`config.mk`:
```
export PLATFORM = sky130hd
export DESIGN_NAME = postfix_stack_evaluator_core
export DESIGN_NICKNAME = d
export VERILOG_FILES = /design/src/rtl/pse_pkg.sv /design/src/rtl/postfix_stack_evaluator_core.sv /design/src/rtl/pse_alu.sv
export VERILOG_INCLUDE_DIRS = /design/src /design/src/rtl
export SDC_FILE = /design/constraint.sdc
export NUM_CORES = 2
export LEC_CHECK = 0
export BUFFER_PORTS_ARGS = -buffer_cell sky130_fd_sc_hd__buf_2
export CAP_MARGIN = 15
export CORE_ASPECT_RATIO = 1.75
export CORE_MARGIN = 2
export CORE_UTILIZATION = 45
export DETAILED_ROUTE_END_ITERATION = 6
export GPL_ROUTABILITY_DRIVEN = 0
export HOLD_SLACK_MARGIN = 0.06
export PLACE_DENSITY = 0.68
export SLEW_MARGIN = 10
export SYNTH_ARGS = -nofsm -noshare
export SYNTH_HDL_FRONTEND = slang
export SYNTH_SLANG_ARGS = --single-unit
```
`constraint.sdc`:
```
create_clock -name clock -period 13.55 [get_ports clock]
set_input_delay 0.6775 -clock clock [delete_from_list [all_inputs] [get_ports clock]]
set_output_delay 0.6775 -clock clock [all_outputs]
set_load 0.005 [all_outputs]
```
`src/rtl/postfix_stack_evaluator_core_assert.svh`:
```
// Assertion macros for the postfix evaluator core.
// Included by the top level only; no other dependencies.
`ifndef POSTFIX_STACK_EVALUATOR_CORE_ASSERT_SVH
`define POSTFIX_STACK_EVALUATOR_CORE_ASSERT_SVH

// Implication checked every clock, off during reset.
`define PSE_ASSERT_IMPL(label, clk, rst, pre, post) \
   label: assert property (@(posedge clk) disable iff (rst) (pre) |-> (post)) \
      else $error("pse check failed");

// Next-cycle implication, off during reset.
`define PSE_ASSERT_NEXT(label, clk, rst, pre, post) \
   label: assert property (@(posedge clk) disable iff (rst) (pre) |=> (post)) \
      else $error("pse check failed");

`endif

```
`src/rtl/pse_pkg.sv`:
```
// Package for the postfix evaluator: token and error codes, payload structs.
// No dependencies.
package pse_pkg;

   localparam int unsigned STACK_DEPTH_DEF = 64;
   localparam int unsigned DATA_W          = 32;
   localparam int unsigned COUNT_W         = 7;

   typedef enum logic [2:0] {
      TK_NUM = 3'd0,
      TK_ADD = 3'd1,
      TK_SUB = 3'd2,
      TK_MUL = 3'd3,
      TK_DIV = 3'd4,
      TK_POW = 3'd5,
      TK_END = 3'd6,
      TK_BAD = 3'd7
   } tok_type;

   typedef enum logic [2:0] {
      ERR_OK            = 3'd0,
      ERR_FEW_OPERANDS  = 3'd1,
      ERR_DIV_ZERO      = 3'd2,
      ERR_ZERO_ZERO     = 3'd3,
      ERR_FEW_OPERATORS = 3'd4,
      ERR_BAD_TOKEN     = 3'd5,
      ERR_OVERFLOW      = 3'd6
   } err_type;

   typedef struct packed {
      logic [2:0]         func;
      logic signed [31:0] value;
   } req_type;

   typedef struct packed {
      logic signed [31:0] result_value;
      logic [2:0]         error_code;
      logic               expr_done;
      logic [6:0]         stack_count;
   } rsp_type;

   // ALU command from sequencer
   typedef struct packed {
      logic       start;
      logic [2:0] op;
      logic [31:0] a;
      logic [31:0] b;
   } alu_cmd_type;

   typedef struct packed {
      logic        done;
      logic [31:0] res;
      logic [2:0]  err;
   } alu_rsp_type;

endpackage

```
`src/rtl/postfix_stack_evaluator_core.sv`:
```
// Top level of the postfix evaluator: sequencer, operand stack memory, ALU.
// Depends on pse_pkg, pse_alu and postfix_stack_evaluator_core_assert.svh.
//
//   channel | dir | payload            | handshake
//   req_    | in  | pse_pkg::req_type  | req_valid / req_ready
//   rsp_    | out | pse_pkg::rsp_type  | rsp_valid / rsp_ready
//
// One token at a time. Number and error tokens go straight to the response, end
// via one read of entry 0; add, sub, mul and failed operators take one ALU pass;
// div one quotient bit a cycle; power a multiply and square per bit on the one multiplier.
// Operands come from a stack memory with one read port, two reads before the ALU runs.
// Reset clears pointer, latched error and control; stack contents are not.
// The next token is taken once the result transfer is done; rsp_ready low adds cycles.
`include "postfix_stack_evaluator_core_assert.svh"
module postfix_stack_evaluator_core #(
   parameter int unsigned STACK_DEPTH = pse_pkg::STACK_DEPTH_DEF
) (
   input  logic              clock,
   input  logic              reset,
   input  logic              req_valid,
   output logic              req_ready,
   input  pse_pkg::req_type  req_data,
   output logic              rsp_valid,
   input  logic              rsp_ready,
   output pse_pkg::rsp_type  rsp_data
);

   localparam int unsigned AW = (STACK_DEPTH > 1) ? $clog2(STACK_DEPTH) : 1;
   localparam int unsigned PW = $clog2(STACK_DEPTH + 1);

   typedef enum logic [2:0] {S_IDLE, S_RDB, S_RDA, S_RUN, S_WAIT, S_WR, S_RSP}
      st_type;

   st_type      state_ff;
   logic [PW-1:0] sp_ff;
   logic [2:0]  err_ff;
   logic [2:0]  op_ff;
   logic [31:0] opb_ff;
   pse_pkg::rsp_type rsp_ff;

   logic [31:0] mem [STACK_DEPTH];
   logic [31:0] rd_ff;
   logic        we;
   logic [AW-1:0] waddr, raddr;
   logic [31:0] wdata;

   pse_pkg::alu_cmd_type cmd;
   pse_pkg::alu_rsp_type arsp;

   pse_alu u_alu (.clock(clock), .reset(reset), .cmd(cmd), .rsp(arsp));

   always_ff @(posedge clock) begin
      if (we) mem[waddr] <= wdata;
      rd_ff <= mem[raddr];
   end

   always_comb begin
      raddr = AW'(sp_ff - PW'(1));
      // left operand is read in RDB and held through RDA
      if (state_ff == S_RDB || state_ff == S_RDA) raddr = AW'(sp_ff - PW'(2));
      if (state_ff == S_IDLE && req_data.func == pse_pkg::TK_END) raddr = '0;
      we    = 1'b0;
      waddr = AW'(sp_ff);
      wdata = req_data.value;
      if (state_ff == S_IDLE && req_valid && err_ff == pse_pkg::ERR_OK &&
          req_data.func == pse_pkg::TK_NUM && 32'(sp_ff) < STACK_DEPTH) begin
         we = 1'b1;
      end
      if (state_ff == S_WR) begin
         we    = arsp.done && (arsp.err == pse_pkg::ERR_OK);
         waddr = AW'(sp_ff - PW'(2));
         wdata = arsp.res;
      end
   end

   assign cmd.start = (state_ff == S_RUN);
   assign cmd.op    = op_ff;
   assign cmd.a     = rd_ff;
   assign cmd.b     = opb_ff;

   assign req_ready = (state_ff == S_IDLE);
   assign rsp_valid = (state_ff == S_RSP);
   assign rsp_data  = rsp_ff;

   always_ff @(posedge clock) begin
      if (reset) begin
         state_ff <= S_IDLE;
         sp_ff    <= '0;
         err_ff   <= pse_pkg::ERR_OK;
      end else begin
         unique case (state_ff)
            S_IDLE: begin
               if (req_valid) begin
                  op_ff <= req_data.func;
                  rsp_ff.result_value <= '0;
                  rsp_ff.expr_done    <= 1'b0;
                  state_ff <= S_RSP;
                  if (req_data.func == pse_pkg::TK_END) begin
                     rsp_ff.expr_done <= 1'b1;
                     state_ff <= S_WAIT;  // wait for read of entry 0
                  end else if (err_ff != pse_pkg::ERR_OK) begin
                     rsp_ff.error_code  <= err_ff;
                     rsp_ff.stack_count <= 7'(sp_ff);
                  end else begin
                     case (req_data.func)
                        pse_pkg::TK_NUM: begin
                           if (32'(sp_ff) < STACK_DEPTH) begin
                              sp_ff <= sp_ff + PW'(1);
                              rsp_ff.error_code  <= pse_pkg::ERR_OK;
                              rsp_ff.stack_count <= 7'(sp_ff + PW'(1));
                           end else begin
                              err_ff <= pse_pkg::ERR_OVERFLOW;
                              sp_ff  <= '0;
                              rsp_ff.error_code  <= pse_pkg::ERR_OVERFLOW;
                              rsp_ff.stack_count <= '0;
                           end
                        end
                        pse_pkg::TK_ADD, pse_pkg::TK_SUB, pse_pkg::TK_MUL,
                        pse_pkg::TK_DIV, pse_pkg::TK_POW: begin
                           if (sp_ff < PW'(2)) begin
                              err_ff <= pse_pkg::ERR_FEW_OPERANDS;
                              sp_ff  <= '0;
                              rsp_ff.error_code  <= pse_pkg::ERR_FEW_OPERANDS;
                              rsp_ff.stack_count <= '0;
                           end else begin
                              state_ff <= S_RDB;
                           end
                        end
                        default: begin
                           err_ff <= pse_pkg::ERR_BAD_TOKEN;
                           sp_ff  <= '0;
                           rsp_ff.error_code  <= pse_pkg::ERR_BAD_TOKEN;
                           rsp_ff.stack_count <= '0;
                        end
                     endcase
                  end
               end
            end
            S_RDB: begin
               opb_ff   <= rd_ff;      // right operand (top)
               state_ff <= S_RDA;
            end
            S_RDA: state_ff <= S_RUN;  // left operand lands in rd_ff
            S_RUN: state_ff <= S_WR;
            S_WR: begin
               // holds here until the ALU finishes; write fires on done with no error
               if (arsp.done) begin
                  if (arsp.err != pse_pkg::ERR_OK) begin
                     err_ff <= arsp.err;
                     sp_ff  <= '0;
                     rsp_ff.error_code  <= arsp.err;
                     rsp_ff.stack_count <= '0;
                  end else begin
                     sp_ff <= sp_ff - PW'(1);
                     rsp_ff.error_code  <= pse_pkg::ERR_OK;
                     rsp_ff.stack_count <= 7'(sp_ff - PW'(1));
                  end
                  state_ff <= S_RSP;
               end
            end
            S_WAIT: begin
               rsp_ff.stack_count <= '0;
               if (err_ff != pse_pkg::ERR_OK) begin
                  rsp_ff.error_code <= err_ff;
               end else if (sp_ff == PW'(1)) begin
                  rsp_ff.error_code   <= pse_pkg::ERR_OK;
                  rsp_ff.result_value <= rd_ff;
               end else begin
                  rsp_ff.error_code <= pse_pkg::ERR_FEW_OPERATORS;
               end
               sp_ff    <= '0;
               err_ff   <= pse_pkg::ERR_OK;
               state_ff <= S_RSP;
            end
            S_RSP: if (rsp_ready) state_ff <= S_IDLE;
            default: state_ff <= S_IDLE;
         endcase
      end
   end

   `PSE_ASSERT_IMPL(a_no_overlap, clock, reset, rsp_valid, !req_ready)
   `PSE_ASSERT_IMPL(a_sp_range, clock, reset, 1'b1, 32'(sp_ff) <= STACK_DEPTH)
   `PSE_ASSERT_NEXT(a_end_clears, clock, reset,
      rsp_valid && rsp_ready && rsp_data.expr_done, sp_ff == '0 && err_ff == '0)

endmodule

```
`src/rtl/pse_alu.sv`:
```
// Shared iterative arithmetic unit: add, sub, mul, div, power.
// Depends on pse_pkg. One 32x32 multiplier, one 33-bit subtractor.
module pse_alu (
   input  logic                 clock,
   input  logic                 reset,
   input  pse_pkg::alu_cmd_type cmd,
   output pse_pkg::alu_rsp_type rsp
);

   typedef enum logic [2:0] {S_IDLE, S_DIV, S_PMUL, S_PSQ, S_DONE} st_type;

   st_type      state_ff, state_in;
   logic [31:0] acc_ff, acc_in;     // quotient / power result
   logic [31:0] rem_ff, rem_in;     // remainder / base
   logic [31:0] opb_ff, opb_in;     // divisor mag / exponent
   logic [31:0] num_ff, num_in;     // dividend shift
   logic [5:0]  cnt_ff, cnt_in;
   logic        neg_ff, neg_in;
   logic [2:0]  err_ff, err_in;
   logic [31:0] res_ff, res_in;

   logic [31:0] mag_a, mag_b, mul_x, mul_y, mul_p;
   logic [32:0] trial;
   logic [31:0] rem_sh;

   assign mag_a = cmd.a[31] ? 32'(0 - cmd.a) : cmd.a;
   assign mag_b = cmd.b[31] ? 32'(0 - cmd.b) : cmd.b;
   assign rem_sh = {rem_ff[30:0], num_ff[31]};
   assign trial  = {rem_ff, num_ff[31]} - {1'b0, opb_ff};

   always_comb begin
      mul_x = (state_ff == S_PMUL) ? acc_ff : rem_ff;
      mul_y = rem_ff;
      if (state_ff == S_IDLE) begin
         mul_x = cmd.a;
         mul_y = cmd.b;
      end
   end
   assign mul_p = 32'(mul_x * mul_y);

   always_comb begin
      state_in = state_ff;
      acc_in = acc_ff; rem_in = rem_ff; opb_in = opb_ff; num_in = num_ff;
      cnt_in = cnt_ff; neg_in = neg_ff; err_in = err_ff; res_in = res_ff;
      unique case (state_ff)
         S_IDLE: begin
            if (cmd.start) begin
               err_in   = pse_pkg::ERR_OK;
               state_in = S_DONE;
               case (cmd.op)
                  pse_pkg::TK_ADD: res_in = cmd.a + cmd.b;
                  pse_pkg::TK_SUB: res_in = cmd.a - cmd.b;
                  pse_pkg::TK_MUL: res_in = mul_p;
                  pse_pkg::TK_DIV: begin
                     if (cmd.b == '0) begin
                        err_in = pse_pkg::ERR_DIV_ZERO;
                     end else begin
                        num_in = mag_a; opb_in = mag_b; rem_in = '0; acc_in = '0;
                        neg_in = cmd.a[31] ^ cmd.b[31];
                        cnt_in = 6'd32; state_in = S_DIV;
                     end
                  end
                  default: begin
                     if (cmd.a == '0 && cmd.b == '0) begin
                        err_in = pse_pkg::ERR_ZERO_ZERO;
                     end else if (cmd.b[31]) begin
                        if (cmd.a == '0)               err_in = pse_pkg::ERR_DIV_ZERO;
                        else if (cmd.a == 32'd1)       res_in = 32'd1;
                        else if (cmd.a == '1)          res_in = cmd.b[0] ? '1 : 32'd1;
                        else                           res_in = '0;
                     end else begin
                        acc_in = 32'd1; rem_in = cmd.a; opb_in = cmd.b;
                        state_in = S_PMUL;
                     end
                  end
               endcase
            end
         end
         S_DIV: begin
            num_in = {num_ff[30:0], 1'b0};
            if (!trial[32]) begin
               rem_in = trial[31:0];
               acc_in = {acc_ff[30:0], 1'b1};
            end else begin
               rem_in = rem_sh;
               acc_in = {acc_ff[30:0], 1'b0};
            end
            cnt_in = cnt_ff - 6'd1;
            if (cnt_ff == 6'd1) begin
               res_in   = neg_ff ? 32'(0 - acc_in) : acc_in;
               state_in = S_DONE;
            end
         end
         S_PMUL: begin
            if (opb_ff == '0) begin
               res_in   = acc_ff;
               state_in = S_DONE;
            end else begin
               if (opb_ff[0]) acc_in = mul_p;
               state_in = S_PSQ;
            end
         end
         S_PSQ: begin
            rem_in   = mul_p;
            opb_in   = {1'b0, opb_ff[31:1]};
            state_in = S_PMUL;
         end
         S_DONE: state_in = S_IDLE;
         default: state_in = S_IDLE;
      endcase
   end

   always_ff @(posedge clock) begin
      if (reset) begin
         state_ff <= S_IDLE;
      end else begin
         state_ff <= state_in;
      end
      acc_ff <= acc_in; rem_ff <= rem_in; opb_ff <= opb_in; num_ff <= num_in;
      cnt_ff <= cnt_in; neg_ff <= neg_in; err_ff <= err_in; res_ff <= res_in;
   end

   assign rsp.done = (state_ff == S_DONE);
   assign rsp.res  = res_ff;
   assign rsp.err  = err_ff;

endmodule
```
Yosys cells after proc, flatten, opt, wreduce, memory -nomap -nowiden. Memory sizes are Yosys's and may differ from the RTL's. A register that Yosys moved wholly into a read port is not among the register bits. Index checks and enable logic that the tools add are counted.

Bits in registers: 264. Memory bits (writable): 2048. Bits of input ports: 39. Output and inout port bits: 45. Word-level logic and storage cells: 237. Memories kept: 1.

$add $sub $neg: 10. $mul: 1. Magnitude comparators: 2. Eq/ne operators: 50. Multiplexer cells: 111. Bitwise gates (word level): 3. Reductions and logical operators: 41.

Memories: mem (words 64, width 32, rd ports 1, clocked after Yosys merged registers in 1, wr ports 1, RTL line postfix_stack_evaluator_core.sv:41) `logic [31:0] mem [STACK_DEPTH];`.

Operators with widths (count): 32-bit two-way mux (36); 32-bit one-hot mux with 2 select lines (6); 32-bit one-hot mux with 3 select lines (3); 32-bit one-hot mux with 4 select lines (1); 32-bit logical NOT (3); 1-bit by 32-bit subtractor with 32-bit output, first input constant (3); 3-bit two-way mux (29); 7-bit two-way mux (9); 43-bit two-way mux (1); 7-bit one-hot mux with 3 select lines (2); 6-bit two-way mux (6); 33-bit by 32-bit subtractor with 33-bit output (1); 32-bit adder (1); 32-bit by 1-bit == test with 1-bit output, second input constant (1); 32-bit == test, second input constant (1); 32-bit by 32-bit multiplier with 32-bit output (1); 32-bit subtractor (1); 2-bit inequality test, second input constant (13); 3-bit by 2-bit == test with 1-bit output, second input constant (8); 3-bit == test, second input constant (8); 3-bit one-hot mux with 2 select lines (4); 6-bit AND reduction (4); 8-bit AND reduction (3); 3-bit one-hot mux with 7 select lines (1); other kinds (32) (72).

Depth between registers and ports, before layout.
Word-level depth: 9. Depth in mapped cells: 35.

Cells and area by module. From an unflattened synthesis, not the netlist that was laid out.

Cell total of the unflattened synthesis: 9465. Area total of the unflattened synthesis: 114379.7 µm².

Modules (own cells, without submodules): postfix_stack_evaluator_core (instances 1, cells each 5916, area each 83831.7 µm², sequential area each 64742.1 µm²); pse_alu (instances 1, cells each 3549, area each 30548.0 µm², sequential area each 5134.9 µm²).

Worst setup path after synthesis. OpenSTA, ideal clock, no wires.

Path kind: register -> register. Start: register u_alu.state_ff[0]. End: register u_alu.res_ff[31] (data pin). Library setup time: 261 ps. Data arrival time: 8270 ps. Required time: 13289 ps. Path slack: 5019 ps. Stages on the path, launching flop included: 32. Path buffers: 6. Period minus slack after synthesis: 8531 ps. Cells stage by stage: dfxtp_1 > buf_6 > or3_1 > buf_6 > buf_12 > buf_6 > buf_2 > mux2i_1 > clkbuf_1 > nor2_1 > fa_1 > inv_1 > fa_1 > fa_1 > fa_1 > inv_1 > fa_1 > fa_1 > fa_1 > fa_1 > ha_1 > a21o_1 > a21o_1 > a21oi_1 > o21ai_0 > nor3_1 > a21oi_1 > a21o_1 > a21oi_1 > xor2_1 > o221ai_1 > a221o_1.

Cells in the longest elaborated chain, start to end: 7. Elaborated cells on any way between the ends: 10.

RTL lines: start: declaration (RTL line pse_alu.sv:12) `st_type state_ff, state_in;`; start signal: assignment (RTL line pse_alu.sv:117) `state_ff <= state_in;`; 3-bit by 2-bit == test with 1-bit output (RTL line pse_alu.sv:32, pse_alu.sv:45); 32-bit two-way mux (RTL line pse_alu.sv:32) `mul_x = (state_ff == S_PMUL) ? acc_ff : rem_ff;`; 32-bit two-way mux (RTL line pse_alu.sv:34) `if (state_ff == S_IDLE) begin`; 32-bit by 32-bit multiplier with 32-bit output (RTL line pse_alu.sv:39) `assign mul_p = 32'(mul_x * mul_y);`; 32-bit one-hot mux with 4 select lines (RTL line pse_alu.sv:50) `case (cmd.op)`; 32-bit two-way mux (RTL line pse_alu.sv:47) `if (cmd.start) begin`; 32-bit one-hot mux with 3 select lines (*) (RTL line pse_alu.sv:45) `unique case (state_ff)`; via u_alu.res_in[31] (RTL line pse_alu.sv:20) `logic [31:0] res_ff, res_in;`; end signal: assignment (RTL line pse_alu.sv:120) `cnt_ff <= cnt_in; neg_ff <= neg_in; err_ff <= err_in; res_ff <= res_in;`; end: declaration (RTL line pse_alu.sv:20).

The timed path passes the listed nets; every way through them passes the cells marked *. The select of a mux whose other input is x is not followed. A chain may end at the register's enable or synchronous reset.

Worst setup path after layout.
Start: register u_alu.state_ff[1]. End: register u_alu.res_ff[31] (data pin).

The elaborated chain is that of the path after synthesis.

==> run metrics <==
Die Height 677 um; Post-synth ARST share 0; First-pass DRT Iterations 7; HPWL Detailed 254000 um; final core occ 0.497; Top FF cell, synth edfxtp_1; first-pass GRT wire length 578000 um; width of the die 389 um; dominant cell type by area after synthesis edfxtp_1; most used cell, CP fa_1; average routed wire per standard cell 29.7 um; post-synthesis sequential area ratio 0.600; CP required 14.15 ns; RSZ-0062 raised after global routing no; Vias/cell 6.28; Multi-input gate area 43200 um2; I/O Buffers 83; final WL 407000 um; Clk Latency, worst-skew pair 0.88 ns; worst-case clock buffer depth 4; Synth-to-Final Area Change 10.2%; Synth Cell Area 116000 um2; fraction of layout cells with a size suffix above 1 0.0809; Mapped Cells 10300; Synth warnings 0; failing checks design-rule violations; io pins 84; cell family with most CP delay adder cells; detailed-route DRC error count 1; Max-Cap Viols 0; Root Driver clkbuf_16; CP arrival 10.93 ns; Tmin final 10.33 ns; Synthesized Nets 10900; worst r2r dst u_alu.res_ff[31]; critical-path cell with the highest stage delay o21a_1; cts-stage hold buffer count 2; type of origin of the critical path flop; Buf/Inv on CP 3; vias 85900; initial antenna violation count 36; Crit Path Class flop to flop; 1st-iter DRT viols 12000; Distinct cells, synth 82; row count 247; Post-synth EDFFs 2295; synthesized area per cell 11.4 um2; overall die area 263000 um2; post-CTS setup buffers 0; CP endpoint kind flop; Hold Crit Endpoint op_ff[1]; Final Hold Fails 0; Register-to-Register Path Depth 26; post-route ant nets 0; share of the synthesized area in the top cell type 0.592; depth of the CTS H-tree 4; slew margin rel. 0.135; setup TNS 0 ns; Worst Skew 0.0687 ns; worst min-delay path class primary input to flop; CTS Buf Count 199; HP Start req_data[33]; post-layout net count 10800; final-report setup violation count 0; pin count of the biggest net entering global routing 156; DP Area 121000 um2; total gr overflow 0; clock sink count 2343; Slew @ Worst Pin 1.29 ns; Reg clk slew, reported paths 0.08 ns; Fillers 21900; Reg area 69900 um2; core area 258000 um2; Layout Cells excl Fill 13700; vias in the first global route 84700; dpl cells 13300; Crit path largest cell delay 0.86 ns; CTS tree built; post-synthesis register bit count 2343; Fmax 96.8 MHz; top cells by area in the synthesized netlist edfxtp_1 59%, nand2_1 8.4%, fa_1 7.0%; Initial Util 0.451; Design Area, Final 128000 um2; Resized cells post-CTS 0; fin crit share 0.763; reg2reg setup slack 3.22 ns; worst r2r src u_alu.state_ff[1]; GRT Overall Usage 0.304; status complete, but fails checks; largest fanout on the critical path 59; Final Slew Violations 0; WHS Path Cells 1
-- metal layers --
layer | vias up | global-route usage | wire (um)
met3 | 1779 | 0.0687 | 43200
met4 | 14 | 0.264 | 43300
li1 | 36000 | - | -
met5 | - | 0 | 82
met1 | 42200 | 0.332 | 127000
met2 | 5834 | 0.497 | 193000
-- registers in the layout (all words and copies together) (netlist names), 6 cells and up --
name / flops
mem: 2048
rsp_data: 43
opb_ff: 32
rd_ff: 32
u_alu.acc_ff: 32
u_alu.num_ff: 32
u_alu.opb_ff: 32
u_alu.rem_ff: 32
u_alu.res_ff: 32
sp_ff: 7
u_alu.cnt_ff: 6
-- stage by stage --
stage	hold WS (ns)	setup slack, ns
finish	0.106	3.22
global route	0.102	2.99
CTS	0.0612	3.61
detailed placement	0.519	3.66
global placement	0.500	3.85
floorplan	0.428	5.02
-- layout make-up --
type	instances	share of cell area
multi-input cells	6794	0.337
flip-flops and latches	2343	0.545
repair buffers	351	0.0204
diodes	25	0.000488
inverters	446	0.0131
well taps	3361	0.0328
clock buffers	238	0.0409
clock inverters	118	0.0110
-- cell usage after synthesis (all sizes together), types with 6 or more instances --
library cell,count
or2,25
or3,29
nand2,2618
nor4b,6
nor3,76
a21o,53
a221o,8
or4,10
mux2i,79
and2,53
nor2b,17
o22ai,6
o21bai,14
xnor2,152
nor2,556
nand4,22
a221oi,12
edfxtp,2295
a211oi,22
xor2,112
o221ai,11
fa,410
o41ai,7
buf,65
dfxtp,48
a311oi,324
clkbuf,602
nor4,22
nand2b,33
nand3,1061
nor3b,8
a21oi,158
o21a,33
a311o,63
o31ai,28
a22oi,22
inv,446
a22o,29
mux2,9
and3,145
a31oi,46
o211ai,13
o21ai,245
ha,200
-- cells in the final DEF (no fill, tap or decap), drive strengths merged, types with 48 or more instances in the layout --
| cell | Yosys | final |
|---|---|---|
| a311o | 63 | 63 |
| xnor2 | 152 | 152 |
| nand3 | 1061 | 1061 |
| a311oi | 324 | 324 |
| edfxtp | 2295 | 2295 |
| and2 | 53 | 53 |
| nor2 | 556 | 556 |
| xor2 | 112 | 112 |
| and3 | 145 | 145 |
| clkinv | 0 | 77 |
| mux2i | 79 | 79 |
| inv | 446 | 451 |
| buf | 65 | 348 |
| fa | 410 | 410 |
| clkbuf | 602 | 239 |
| dfxtp | 48 | 48 |
| nor3 | 76 | 76 |
| nand2 | 2618 | 2618 |
| ha | 200 | 200 |
| o21ai | 245 | 245 |
| a21o | 53 | 53 |
| a21oi | 158 | 158 |
-- kinds of logic after synthesis --
group                      Yosys count  synth area share
xor gates and xnor gates           267            0.0205
DFF                               2343             0.600
adders and majority gates          610            0.0920
muxes                               88           0.00813
and+or+nand+nor                   4697             0.173
AOI/OAI and AO/OA                 1132            0.0699
buffers and inverters             1113            0.0366
-- how the worst max path moves through the flow --
stage / from / endpoint / slack [ns] / depth (start not counted)
after detailed placement: u_alu.state_ff[1] / u_alu.res_ff[31] / 3.66 / 26
after global routing: u_alu.state_ff[1] / u_alu.res_ff[31] / 2.99 / 26
after floorplan: u_alu.state_ff[0] / u_alu.res_ff[31] / 5.02 / 31
after global placement: u_alu.state_ff[1] / u_alu.res_ff[31] / 3.85 / 26
after CTS: u_alu.state_ff[1] / u_alu.res_ff[31] / 3.61 / 26
final: u_alu.state_ff[1] / u_alu.res_ff[31] / 3.22 / 26
Power is left out: the tool's default activity adds up to more than one toggle a clock period on the data nets, which glitch-free logic cannot reach.
